[config.mk]
export PLATFORM = sky130hd
export DESIGN_NAME = circle_rasterizer_top
export DESIGN_NICKNAME = d
export VERILOG_FILES = /design/src/sv/crast_pkg.sv /design/src/sv/circle_rasterizer_top.sv
export SDC_FILE = /design/constraint.sdc
export NUM_CORES = 1
export LEC_CHECK = 0
export BUFFER_PORTS_ARGS = -buffer_cell sky130_fd_sc_hd__buf_2
export CAP_MARGIN = 20
export CORE_ASPECT_RATIO = 1.4
export CORE_MARGIN = 8
export CORE_UTILIZATION = 60
export DETAILED_ROUTE_END_ITERATION = 8
export GPL_TIMING_DRIVEN = 0
export PLACE_DENSITY_LB_ADDON = 0.08
export SLEW_MARGIN = 5
export SYNTH_ARGS = -nofsm -noshare
export SYNTH_HDL_FRONTEND = slang
export SYNTH_SLANG_ARGS = --single-unit
export TNS_END_PERCENT = 20
[constraint.sdc]
create_clock -name aclk -period 14.8 [get_ports aclk]
set_clock_uncertainty 0.05 [all_clocks]
set_input_delay 0.74 -clock aclk [delete_from_list [all_inputs] [get_ports aclk]]
set_output_delay 0.74 -clock aclk [all_outputs]
set_load 0.02 [all_outputs]
[src/sv/crast_pkg.sv]
// Shared constants and codes for the circle rasterizer.
`timescale 1ns / 1ps

package crast_pkg;

    localparam int COORD_BITS  = 12;
    localparam int RADIUS_BITS = 11;
    localparam int DEC_BITS    = RADIUS_BITS + 3;
    localparam int OUT_BITS    = COORD_BITS + 2;
    // working width for the decision update, wide enough that nothing wraps
    localparam int WIDE_BITS   = ((COORD_BITS > RADIUS_BITS) ? COORD_BITS : RADIUS_BITS) + 4;

    localparam int S_TDATA_BITS = ((2 * COORD_BITS + RADIUS_BITS + 7) / 8) * 8;
    localparam int M_TDATA_BITS = ((3 * OUT_BITS + 7) / 8) * 8;

    localparam int BEAT_BITS     = 3;
    localparam int BEATS_OUTLINE = 8;
    localparam int BEATS_FILL    = 4;

    localparam logic OP_START   = 1'b0;
    localparam logic OP_ADVANCE = 1'b1;

    localparam logic MODE_OUTLINE = 1'b0;
    localparam logic MODE_FILL    = 1'b1;

endpackage

[src/sv/circle_rasterizer_top.sv]
// Circle rasterizer: Andres iteration with a beat emitter and a result register.
`timescale 1ns / 1ps

// A start request (s_tuser = 0) loads centre and radius and gives no result.
// An advance request (s_tuser = 1) runs one Andres iteration in the cycle it
// is taken and hands the step to the emitter, which puts out eight outline
// points (draw_mode 0) or four fill spans (draw_mode 1), one per cycle while
// the result port is not stalled. The next request is taken in the cycle the
// last beat of the previous step moves into the result register, so steps
// follow each other without gaps. m_tlast marks the last result of a step,
// m_tuser additionally marks the circle's final step. An advance with no
// circle in progress is taken and gives nothing.
module circle_rasterizer_top (
    input  logic                                aclk,
    input  logic                                aresetn,
    // configuration: draw_mode
    input  logic                                cfg_valid,
    output logic                                cfg_ready,
    input  logic                                cfg_data,
    // request channel
    input  logic                                s_tvalid,
    output logic                                s_tready,
    // [11:0] center_x, [23:12] center_y, [34:24] radius, rest zero
    input  logic [crast_pkg::S_TDATA_BITS-1:0] s_tdata,
    // [0] opcode
    input  logic                                s_tuser,
    // result channel
    output logic                                m_tvalid,
    input  logic                                m_tready,
    // [13:0] x_start, [27:14] x_end, [41:28] row_y, rest zero
    output logic [crast_pkg::M_TDATA_BITS-1:0] m_tdata,
    output logic                                m_tlast,
    // [0] done_res
    output logic                                m_tuser
);

    localparam int C  = crast_pkg::COORD_BITS;
    localparam int R  = crast_pkg::RADIUS_BITS;
    localparam int DB = crast_pkg::DEC_BITS;
    localparam int OB = crast_pkg::OUT_BITS;
    localparam int W  = crast_pkg::WIDE_BITS;
    localparam int BB = crast_pkg::BEAT_BITS;

    // circle state
    logic                 draw_mode_reg;
    logic                 active_reg,   active_next;
    logic [C-1:0]         offset_x_reg, offset_x_next;
    logic [C-1:0]         offset_y_reg, offset_y_next;
    logic signed [DB-1:0] decision_reg, decision_next;
    logic [C-1:0]         cur_cx_reg,   cur_cx_next;
    logic [C-1:0]         cur_cy_reg,   cur_cy_next;
    logic [R-1:0]         cur_r_reg,    cur_r_next;

    // emitter: snapshot of the step being sent out
    logic                 busy_reg, busy_next;
    logic [BB-1:0]        beat_reg, beat_next;
    logic [C-1:0]         snap_cx_reg, snap_cy_reg, snap_ox_reg, snap_oy_reg;
    logic                 snap_mode_reg, snap_fin_reg;

    // result register
    logic                 m_valid_reg, m_valid_next;
    logic [OB-1:0]        xs_reg, xe_reg, y_reg;
    logic                 last_reg, done_reg;

    logic                 s_fire, emit_fire, last_beat, do_step;
    logic [C-1:0]         in_cx, in_cy;
    logic [R-1:0]         in_r;
    logic [BB-1:0]        last_idx;

    logic signed [W-1:0]  d_w, ox_w, oy_w, r_w, nx_w, ny_w, d_new_w, start_d_w;
    logic                 fin;

    logic [OB-1:0]        cx_o, cy_o, ox_o, oy_o;
    logic [OB-1:0]        cx_p_ox, cx_m_ox, cx_p_oy, cx_m_oy;
    logic [OB-1:0]        cy_p_ox, cy_m_ox, cy_p_oy, cy_m_oy;
    logic [OB-1:0]        beat_xs, beat_xe, beat_y;

    assign in_cx = s_tdata[C-1:0];
    assign in_cy = s_tdata[2*C-1:C];
    assign in_r  = s_tdata[2*C+R-1:2*C];

    assign cfg_ready = 1'b1;

    // ---------------- emitter handshake ----------------
    assign last_idx  = (snap_mode_reg == crast_pkg::MODE_FILL) ? BB'(crast_pkg::BEATS_FILL - 1)
                                                               : BB'(crast_pkg::BEATS_OUTLINE - 1);
    assign last_beat = (beat_reg == last_idx);
    assign emit_fire = busy_reg && (!m_valid_reg || m_tready);
    assign s_tready  = !busy_reg || (emit_fire && last_beat);
    assign s_fire    = s_tvalid && s_tready;
    assign do_step   = s_fire && (s_tuser == crast_pkg::OP_ADVANCE) && active_reg;

    // ---------------- Andres update ----------------
    always_comb begin
        d_w  = W'(decision_reg);
        ox_w = W'({1'b0, offset_x_reg});
        oy_w = W'({1'b0, offset_y_reg});
        r_w  = W'({1'b0, cur_r_reg});
        nx_w = ox_w;
        ny_w = oy_w;
        priority if (d_w >= (ox_w <<< 1)) begin
            d_new_w = d_w - (ox_w <<< 1) - W'(1);
            nx_w    = ox_w + W'(1);
        end else if (d_w < ((r_w - oy_w) <<< 1)) begin
            d_new_w = d_w + (oy_w <<< 1) - W'(1);
            ny_w    = oy_w - W'(1);
        end else begin
            d_new_w = d_w + ((oy_w - ox_w - W'(1)) <<< 1);
            ny_w    = oy_w - W'(1);
            nx_w    = ox_w + W'(1);
        end
        fin       = (ny_w < nx_w);
        start_d_w = W'({1'b0, in_r}) - W'(1);
    end

    always_comb begin
        active_next   = active_reg;
        offset_x_next = offset_x_reg;
        offset_y_next = offset_y_reg;
        decision_next = decision_reg;
        cur_cx_next   = cur_cx_reg;
        cur_cy_next   = cur_cy_reg;
        cur_r_next    = cur_r_reg;
        if (s_fire && (s_tuser == crast_pkg::OP_START)) begin
            cur_cx_next   = in_cx;
            cur_cy_next   = in_cy;
            cur_r_next    = in_r;
            offset_x_next = '0;
            offset_y_next = C'({1'b0, in_r});
            decision_next = start_d_w[DB-1:0];
            active_next   = 1'b1;
        end else if (do_step) begin
            offset_x_next = nx_w[C-1:0];
            offset_y_next = fin ? '0 : ny_w[C-1:0];
            decision_next = d_new_w[DB-1:0];
            if (fin) begin
                active_next = 1'b0;
            end
        end
    end

    // ---------------- beat generation ----------------
    always_comb begin
        cx_o = OB'(snap_cx_reg);
        cy_o = OB'(snap_cy_reg);
        ox_o = OB'(snap_ox_reg);
        oy_o = OB'(snap_oy_reg);
        cx_p_ox = cx_o + ox_o;
        cx_m_ox = cx_o - ox_o;
        cx_p_oy = cx_o + oy_o;
        cx_m_oy = cx_o - oy_o;
        cy_p_ox = cy_o + ox_o;
        cy_m_ox = cy_o - ox_o;
        cy_p_oy = cy_o + oy_o;
        cy_m_oy = cy_o - oy_o;
        unique case ({snap_mode_reg, beat_reg})
            {crast_pkg::MODE_OUTLINE, 3'd0}: begin beat_xs = cx_p_ox; beat_xe = cx_p_ox; beat_y = cy_p_oy; end
            {crast_pkg::MODE_OUTLINE, 3'd1}: begin beat_xs = cx_p_oy; beat_xe = cx_p_oy; beat_y = cy_p_ox; end
            {crast_pkg::MODE_OUTLINE, 3'd2}: begin beat_xs = cx_m_ox; beat_xe = cx_m_ox; beat_y = cy_p_oy; end
            {crast_pkg::MODE_OUTLINE, 3'd3}: begin beat_xs = cx_m_oy; beat_xe = cx_m_oy; beat_y = cy_p_ox; end
            {crast_pkg::MODE_OUTLINE, 3'd4}: begin beat_xs = cx_p_ox; beat_xe = cx_p_ox; beat_y = cy_m_oy; end
            {crast_pkg::MODE_OUTLINE, 3'd5}: begin beat_xs = cx_p_oy; beat_xe = cx_p_oy; beat_y = cy_m_ox; end
            {crast_pkg::MODE_OUTLINE, 3'd6}: begin beat_xs = cx_m_ox; beat_xe = cx_m_ox; beat_y = cy_m_oy; end
            {crast_pkg::MODE_OUTLINE, 3'd7}: begin beat_xs = cx_m_oy; beat_xe = cx_m_oy; beat_y = cy_m_ox; end
            {crast_pkg::MODE_FILL,    3'd0}: begin beat_xs = cx_m_oy; beat_xe = cx_p_oy; beat_y = cy_p_ox; end
            {crast_pkg::MODE_FILL,    3'd1}: begin beat_xs = cx_m_ox; beat_xe = cx_p_ox; beat_y = cy_p_oy; end
            {crast_pkg::MODE_FILL,    3'd2}: begin beat_xs = cx_m_ox; beat_xe = cx_p_ox; beat_y = cy_m_oy; end
            {crast_pkg::MODE_FILL,    3'd3}: begin beat_xs = cx_m_oy; beat_xe = cx_p_oy; beat_y = cy_m_ox; end
            default:                         begin beat_xs = cx_o;    beat_xe = cx_o;    beat_y = cy_o;    end
        endcase
    end

    always_comb begin
        busy_next = busy_reg;
        beat_next = beat_reg;
        if (emit_fire) begin
            if (last_beat) begin
                busy_next = 1'b0;
            end else begin
                beat_next = beat_reg + BB'(1);
            end
        end
        if (do_step) begin
            busy_next = 1'b1;
            beat_next = '0;
        end
        m_valid_next = m_valid_reg;
        if (emit_fire) begin
            m_valid_next = 1'b1;
        end else if (m_tready) begin
            m_valid_next = 1'b0;
        end
    end

    // ---------------- registers ----------------
    always_ff @(posedge aclk) begin
        if (!aresetn) begin
            draw_mode_reg <= crast_pkg::MODE_OUTLINE;
            active_reg    <= 1'b0;
            offset_x_reg  <= '0;
            offset_y_reg  <= '0;
            decision_reg  <= '0;
            cur_cx_reg    <= '0;
            cur_cy_reg    <= '0;
            cur_r_reg     <= '0;
            busy_reg      <= 1'b0;
            beat_reg      <= '0;
            m_valid_reg   <= 1'b0;
        end else begin
            if (cfg_valid && cfg_ready) begin
                draw_mode_reg <= cfg_data;
            end
            active_reg   <= active_next;
            offset_x_reg <= offset_x_next;
            offset_y_reg <= offset_y_next;
            decision_reg <= decision_next;
            cur_cx_reg   <= cur_cx_next;
            cur_cy_reg   <= cur_cy_next;
            cur_r_reg    <= cur_r_next;
            busy_reg     <= busy_next;
            beat_reg     <= beat_next;
            m_valid_reg  <= m_valid_next;
        end
    end

    // payload: no reset needed
    always_ff @(posedge aclk) begin
        if (do_step) begin
            snap_cx_reg   <= cur_cx_reg;
            snap_cy_reg   <= cur_cy_reg;
            snap_ox_reg   <= offset_x_reg;
            snap_oy_reg   <= offset_y_reg;
            snap_mode_reg <= draw_mode_reg;
            snap_fin_reg  <= fin;
        end
        if (emit_fire) begin
            xs_reg   <= beat_xs;
            xe_reg   <= beat_xe;
            y_reg    <= beat_y;
            last_reg <= last_beat;
            done_reg <= last_beat && snap_fin_reg;
        end
    end

    assign m_tvalid = m_valid_reg;
    assign m_tdata  = crast_pkg::M_TDATA_BITS'({y_reg, xe_reg, xs_reg});
    assign m_tlast  = last_reg;
    assign m_tuser  = done_reg;

`ifndef SYNTHESIS
    // done only ever rides on the closing result of a step
    assert property (@(posedge aclk) disable iff (!aresetn)
        m_tvalid && m_tuser |-> m_tlast)
        else $error("done flag on a non-final result");

    // a new request overlaps the emitter only on its closing beat
    assert property (@(posedge aclk) disable iff (!aresetn)
        s_tready && busy_reg |-> emit_fire && last_beat)
        else $error("request taken mid-step");

    // fill steps never run past their fourth span
    assert property (@(posedge aclk) disable iff (!aresetn)
        busy_reg && (snap_mode_reg == crast_pkg::MODE_FILL) |-> beat_reg < BB'(crast_pkg::BEATS_FILL))
        else $error("fill beat out of range");

    // the final step of a circle leaves it inactive
    assert property (@(posedge aclk) disable iff (!aresetn)
        do_step && fin |=> !active_reg || $past(s_fire && (s_tuser == crast_pkg::OP_START)))
        else $error("circle still active after final step");
`endif

endmodule

==> metrics, run 1 <==
width of the die=150 µm; Pleak=6.81 nW; Mapped Cells=1800; FFs w/ async S/R, synth=0%; complex-gate fraction of the synthesized area=21.4%; gr usage total=33.3%; min Tclk post-route=8.56 ns; Synth Area in XOR/XNOR=7.85%; vias in the first global route=14200; nature of the critical path endpoint=register; fin crit share=57.9%; largest net degree at the start of global routing=60; WL/cell=22.7 µm; Core ar.=0.0247 mm²; Max-slew headroom=25.3%; Num CTS Buffers=17; CTS tree=done; post-synthesis sequential area ratio=29.4%; Longest Clk Path Bufs=2; GPL Wtd Cong=1.02; Yosys cell types=85; drt first pass iters=6; critical path required time=15.09 ns; post-CTS setup buffers=0; total number of vias=14000; Net count, final=2163; P per Cell Area=130 mW/mm²; GR Overflow Total=0; mapped cell area=0.0150 mm²; share of power burned in registers=26.7%; Worst path max stage delay=0.88 ns; critical path class=reg -> reg; Main synth FF type=edfxtp_1; unrepaired setup endpoints after global routing=no; fraction of synthesized area in multiplexers=0.607%; crit path DAT=8.85 ns; initial antenna violation count=0; Adder-Cell Fraction of Synth Area=17.4%; peak supply drop=0.000131 V; Die Y=203 µm; Simple-Gate Fraction of Synth Area=17.8%; min-delay worst type=reg -> reg; die area=0.0305 mm²; number of max-cap violations=0; diode count=0; Clock power frac=22.0%; CP max stage cell=o31ai_1; Reg clk slew, reported paths=0.08 ns; first-pass GRT wire length=77000 µm; TNS Setup=0 ns; Combinational Power Share=51.3%; Port Buf Inserts=87; Fill cells=2160; dpl hpwl=40600 µm; IO Count=100; EDFF count, synth=94; crit-path max FO=10; final setup vio count=0; fraction of layout cells with a size suffix above 1=8.51%; Net Sw Frac=43.7%; # resized after CTS=0; Final ANT Viol Nets=0; Internal=1.21 mW; Hold Violations, Final=0; Finished Core Util=67.1%; Site Rows=68; worst slew pin tran=1.12 ns; Psw=945 µW; fmax=117 MHz; combinational family with the most area after synthesis=compound AO/OA/AOI/OAI gates; # DRC=0; P&R area growth vs syn=10.1%; DP Cell Count=2209; syn avg cell area=8.36 µm²; outcome=complete, no violations; FF+latch count, synth=174; yosys warns=0; clk sinks=174; initial core utilization=61.0%; max-slew violations=0; Vias/cell=6.26; Skew-Pair Late Insertion Delay=0.46 ns; clk root buf=clkbuf_16; CP Launch Type=register; CTS H-Tree Depth=4; final wirelength=51000 µm; final std cells w/o fill=2242; hold_buf cts=0; most used cell along the critical path=a21oi_1; initial drt markers=1057
-- synthesized netlist by cell type, drive strengths merged, types with 4 or more instances --
cell    instances  area share [%]
ha            190              16
nand2         189             4.7
nor2          169             4.3
a21oi         163             5.4
inv           137             3.4
xnor2          98             5.8
o21ai          95             3.2
edfxtp         94              19
dfxtp          80              11
clkbuf         55             1.4
nor3           41             1.4
nand3          39             1.4
nor2b          37             1.5
xor2           36             2.1
a31oi          26             1.1
a211oi         23             1.1
o21a           20             1.0
a21o           19            0.95
or3            18            0.75
nand2b         17            0.71
o22ai          17            0.75
o211ai         15            0.75
buf            14            0.66
o21bai         14            0.70
and3           13            0.57
nand4          13            0.58
fa             12             1.6
o221ai         12            0.70
o41ai          12            0.75
a221oi         11            0.64
mux2i           8            0.53
o31ai           8            0.40
or2             8            0.35
or3b            8            0.47
o31a            6            0.35
a21boi          5            0.25
a221o           5            0.33
o22a            5            0.29
o41a            5            0.37
a211o           4            0.23
a22oi           4            0.20
nor4            4            0.17
o311ai          4            0.23
or4             4            0.22
-- cell usage in the layout, fill, tap and decap left out, types with 19 or more instances in the layout --
master and n:
o21a_1 20, a31oi_1 26, o21ai_0 88, edfxtp_1 94
buf_2 91, a211oi_1 23, nand2_1 188, a21oi_1 163
nor2_1 168, xor2_1 36, xnor2_1 97, inv_1 137
nor2b_1 36, nor3_1 41, ha_1 190, nand3_1 38
clkbuf_1 54, a21o_1 19, dfxtp_1 80
-- power by group through the flow --
stage | registers, mW | logic [mW] | clock network, mW
2_1_floorplan | 0.582 | 0.777 | 0
3_3_place_gp | 0.587 | 1.05 | 0
3_5_place_dp | 0.587 | 1.07 | 0
4_1_cts | 0.576 | 1.08 | 0.475
5_1_grt | 0.580 | 1.21 | 0.492
6_report | 0.577 | 1.11 | 0.475
-- final timing paths --
| check | start | endpoint | slack, ns | depth (start not counted) |
|---|---|---|---|---|
| min reg2reg | offset_x_reg[4]$_SDFFE_PP0P_ | snap_ox_reg[4]$_DFFE_PP_ | 0.38 | 0 |
| max | offset_y_reg[1]$_SDFFE_PN0P_ | offset_y_reg[0]$_SDFFE_PN0P_ | 6.24 | 28 |
| max reg2reg | offset_y_reg[1]$_SDFFE_PN0P_ | offset_y_reg[0]$_SDFFE_PN0P_ | 6.24 | 28 |
| min | offset_x_reg[4]$_SDFFE_PP0P_ | snap_ox_reg[4]$_DFFE_PP_ | 0.38 | 0 |
-- routing by layer --
metal | track usage, % | wire length [µm]
met5 | 0 | 0
met4 | 28.6 | 4810
met3 | 4.86 | 2680
met2 | 60.6 | 26000
met1 | 32.2 | 17500
-- worst max-delay path, delay by kind of cell (launching register included) --
| family | cells | cell delay (ns) |
|---|---|---|
| flops | 1 | 0.51 |
| fa+ha+maj | 3 | 0.92 |
| simple gates | 10 | 2.77 |
| xor+xnor | 2 | 0.30 |
| compound gates | 11 | 3.47 |
| buf+inv | 2 | 0.43 |
-- cell type report --
| cell class | count | area [µm²] | share of cell area (%) |
|---|---|---|---|
| Tap cell | 315 | 394 | 2.38 |
| Timing Repair Buffer | 90 | 470 | 2.84 |
| Multi-Input combinational cell | 1425 | 9830 | 59.4 |
| Inverter | 137 | 514 | 3.10 |
| Clock inverter | 15 | 194 | 1.17 |
| Buffer | 69 | 309 | 1.87 |
| Sequential cell | 174 | 4420 | 26.7 |
| Clock buffer | 17 | 425 | 2.57 |
-- cells by family (layout without fill, tap and decap cells) --
group / after synthesis / count (layout)
compound gates: 500 / 500
xor+xnor: 134 / 134
fa+ha+maj: 202 / 202
buf+inv: 206 / 328
flops: 174 / 174
mux: 9 / 9
other cells: 2 / 7
simple gates: 573 / 573
-- through the flow --
stage | worst slack [ns] | cell area, µm² | hold WS (ns) | power (mW)
final | 6.24 | 16600 | 0.379 | 2.16
after detailed placement | 6.61 | 15900 | 0.364 | 1.66
after global routing | 5.96 | 16600 | 0.396 | 2.28
after CTS | 6.56 | 16600 | 0.382 | 2.13
after global placement | 6.74 | 15900 | 0.361 | 1.64
after floorplan | 9.00 | 15100 | 0.356 | 1.36
Note: power is estimated with default switching activity, not from simulation.
==> run 2: changes to the inputs <==
--- a/config.mk
+++ b/config.mk
@@ -9,7 +9,7 @@
 export CAP_MARGIN = 20
 export CORE_ASPECT_RATIO = 1.4
 export CORE_MARGIN = 8
-export CORE_UTILIZATION = 60
+export CORE_UTILIZATION = 57
 export DETAILED_ROUTE_END_ITERATION = 8
 export GPL_TIMING_DRIVEN = 0
 export PLACE_DENSITY_LB_ADDON = 0.08
==> constraint.sdc (replaced) <==
create_clock -name aclk -period 7.72 [get_ports aclk]
set_clock_uncertainty 0.05 [all_clocks]
set_input_delay 0.386 -clock aclk [delete_from_list [all_inputs] [get_ports aclk]]
set_output_delay 0.386 -clock aclk [all_outputs]
set_load 0.02 [all_outputs]
==> run 2 against run 1 <==
  * Non-clock buffer count is the same
  * First-iteration DRC count shrank 8.3%
  * Count of clock-buffer cells in the layout is the same
  * Power grew 92%
  * Largest cell class unchanged
==> metrics, run 2 (synthesized netlist as in run 1, its figures left out) <==
most frequent cells in the layout=ha_1 (190), nand2_1 (188), nor2_1 (168), a21oi_1 (163), inv_1 (137); final wirelength=51200 µm; first-pass GRT wire length=78400 µm; Place WS=-0.488 ns; Skew-Pair Late Insertion Delay=0.45 ns; CTS H-Tree Depth=4; vias in the first global route=14200; Reg clk slew, reported paths=0.07 ns; dpl hpwl=41500 µm; crit path DAT=7.53 ns; total power=4.14 mW; P&R area growth vs syn=10.3%; nature of the critical path endpoint=register; drt first pass iters=6; Site Rows=70; fin crit share=93.8%; Fill cells=2287; Net Sw Frac=43.7%; largest net degree at the start of global routing=60; Final ANT Viol Nets=0; Pleak=6.81 nW; crit-path max FO=10; fraction of layout cells with a size suffix above 1=8.67%; Net count, final=2163; fmax=138 MHz; Die Y=208 µm; gr usage total=32.0%; GPL Wtd Cong=1.06; critical path class=reg -> reg; min-delay worst type=in -> reg; cell family with most CP delay=compound AO/OA/AOI/OAI gates; Port Buf Inserts=87; initial core utilization=57.8%; most used cell along the critical path=a21oi_1; Max-slew headroom=31.0%; Psw=1.81 mW; TNS Setup=0 ns; GR Overflow Total=0; max-slew violations=0; diode count=0; min Tclk post-route=7.24 ns; Core ar.=0.0260 mm²; Hold Violations, Final=0; initial drt markers=969; WHS=0.122 ns; P per Cell Area=250 mW/mm²; Vias/cell=6.25; final setup vio count=0; share of power burned in registers=26.8%; # DRC=0; Buffers & Inverters on Critical Path=2; Clock power frac=21.6%; Final WS setup=0.480 ns; critical path required time=8.00 ns; Worst path max stage delay=0.52 ns; IO Count=100; Combinational Power Share=51.6%; CP Launch Type=register; clk root buf=clkbuf_16; Internal=2.33 mW; CP max stage cell=dfxtp_1; most common cell after layout, fill and taps aside=ha_1; Longest Clk Path Bufs=2; clk sinks=174; WL/cell=22.8 µm; peak supply drop=0.000200 V; initial antenna violation count=0; worst slew pin tran=1.04 ns; die area=0.0319 mm²; CTS tree=done; total number of vias=14100; outcome=complete, no violations; number of max-cap violations=0; unrepaired setup endpoints after global routing=no; Num CTS Buffers=17; width of the die=153 µm; Finished Core Util=63.8%
-- run 2: changes by cell type in the layout (fill, tap and decap cells not counted), sizes merged --
cell      delta
inv          +1
clkinvlp     +1
clkinv       -2
-- run 2: layout make-up --
cell class                 instances  area (µm²)  area share [%]
tap                              324         405            2.44
inverter                         137         514            3.10
multi-input combinational       1425        9860            59.5
clock inverter                    15         174            1.05
buffer                            69         309            1.86
timing repair buffer              90         474            2.86
clock buffer                      17         425            2.56
sequential                       174        4420            26.7
-- run 2: path summary, 6_finish.rpt --
kind,depth (start not counted),startpoint,slack (ns),to
max reg2reg,29,offset_y_reg[1]$_SDFFE_PN0P_,0.48,offset_y_reg[0]$_SDFFE_PN0P_
min,3,s_tdata[10],0.12,cur_cx_reg[10]$_SDFFE_PN0P_
max,29,offset_y_reg[1]$_SDFFE_PN0P_,0.48,offset_y_reg[0]$_SDFFE_PN0P_
min reg2reg,0,cur_cy_reg[10]$_SDFFE_PN0P_,0.37,snap_cy_reg[10]$_DFFE_PP_
-- run 2: worst min-delay path, cell delays in order --
cell and delay (ns):
buf_2 0.10, nand2_1 0.05, a21oi_1 0.05
-- run 2: metrics by stage --
step / cells / instance area [µm²]
after detailed placement: 2218 / 15900
final: 2251 / 16600
after global placement: 2216 / 15900
after floorplan: 1805 / 15100
after CTS: 2250 / 16600
after global routing: 2251 / 16600
-- run 2: routing by layer --
layer | up-vias | part of all wire, % | GRT usage (%)
li1 | 6688 | - | -
met1 | 6561 | 34 | 30.7
met2 | 585 | 50 | 57.1
met3 | 238 | 5.1 | 4.92
met4 | 0 | 10 | 31.6
met5 | - | 0 | 0
-- run 2: power by group through the flow --
stage | sequential [mW] | clock, mW | combinational, mW
global placement | 1.13 | 0 | 2.02
detailed placement | 1.13 | 0 | 2.06
finish | 1.11 | 0.894 | 2.14
CTS | 1.11 | 0.901 | 2.08
floorplan | 1.11 | 0 | 1.48
global route | 1.11 | 0.927 | 2.34
-- run 2: repair_timing --
| action | CTS | global route |
|---|---|---|
| resized for setup | 2 | 3 |
| endpoints found under the setup margin | 14 | 14 |
| buffers inserted | 0 | 0 |
| hold buffers | 0 | 0 |
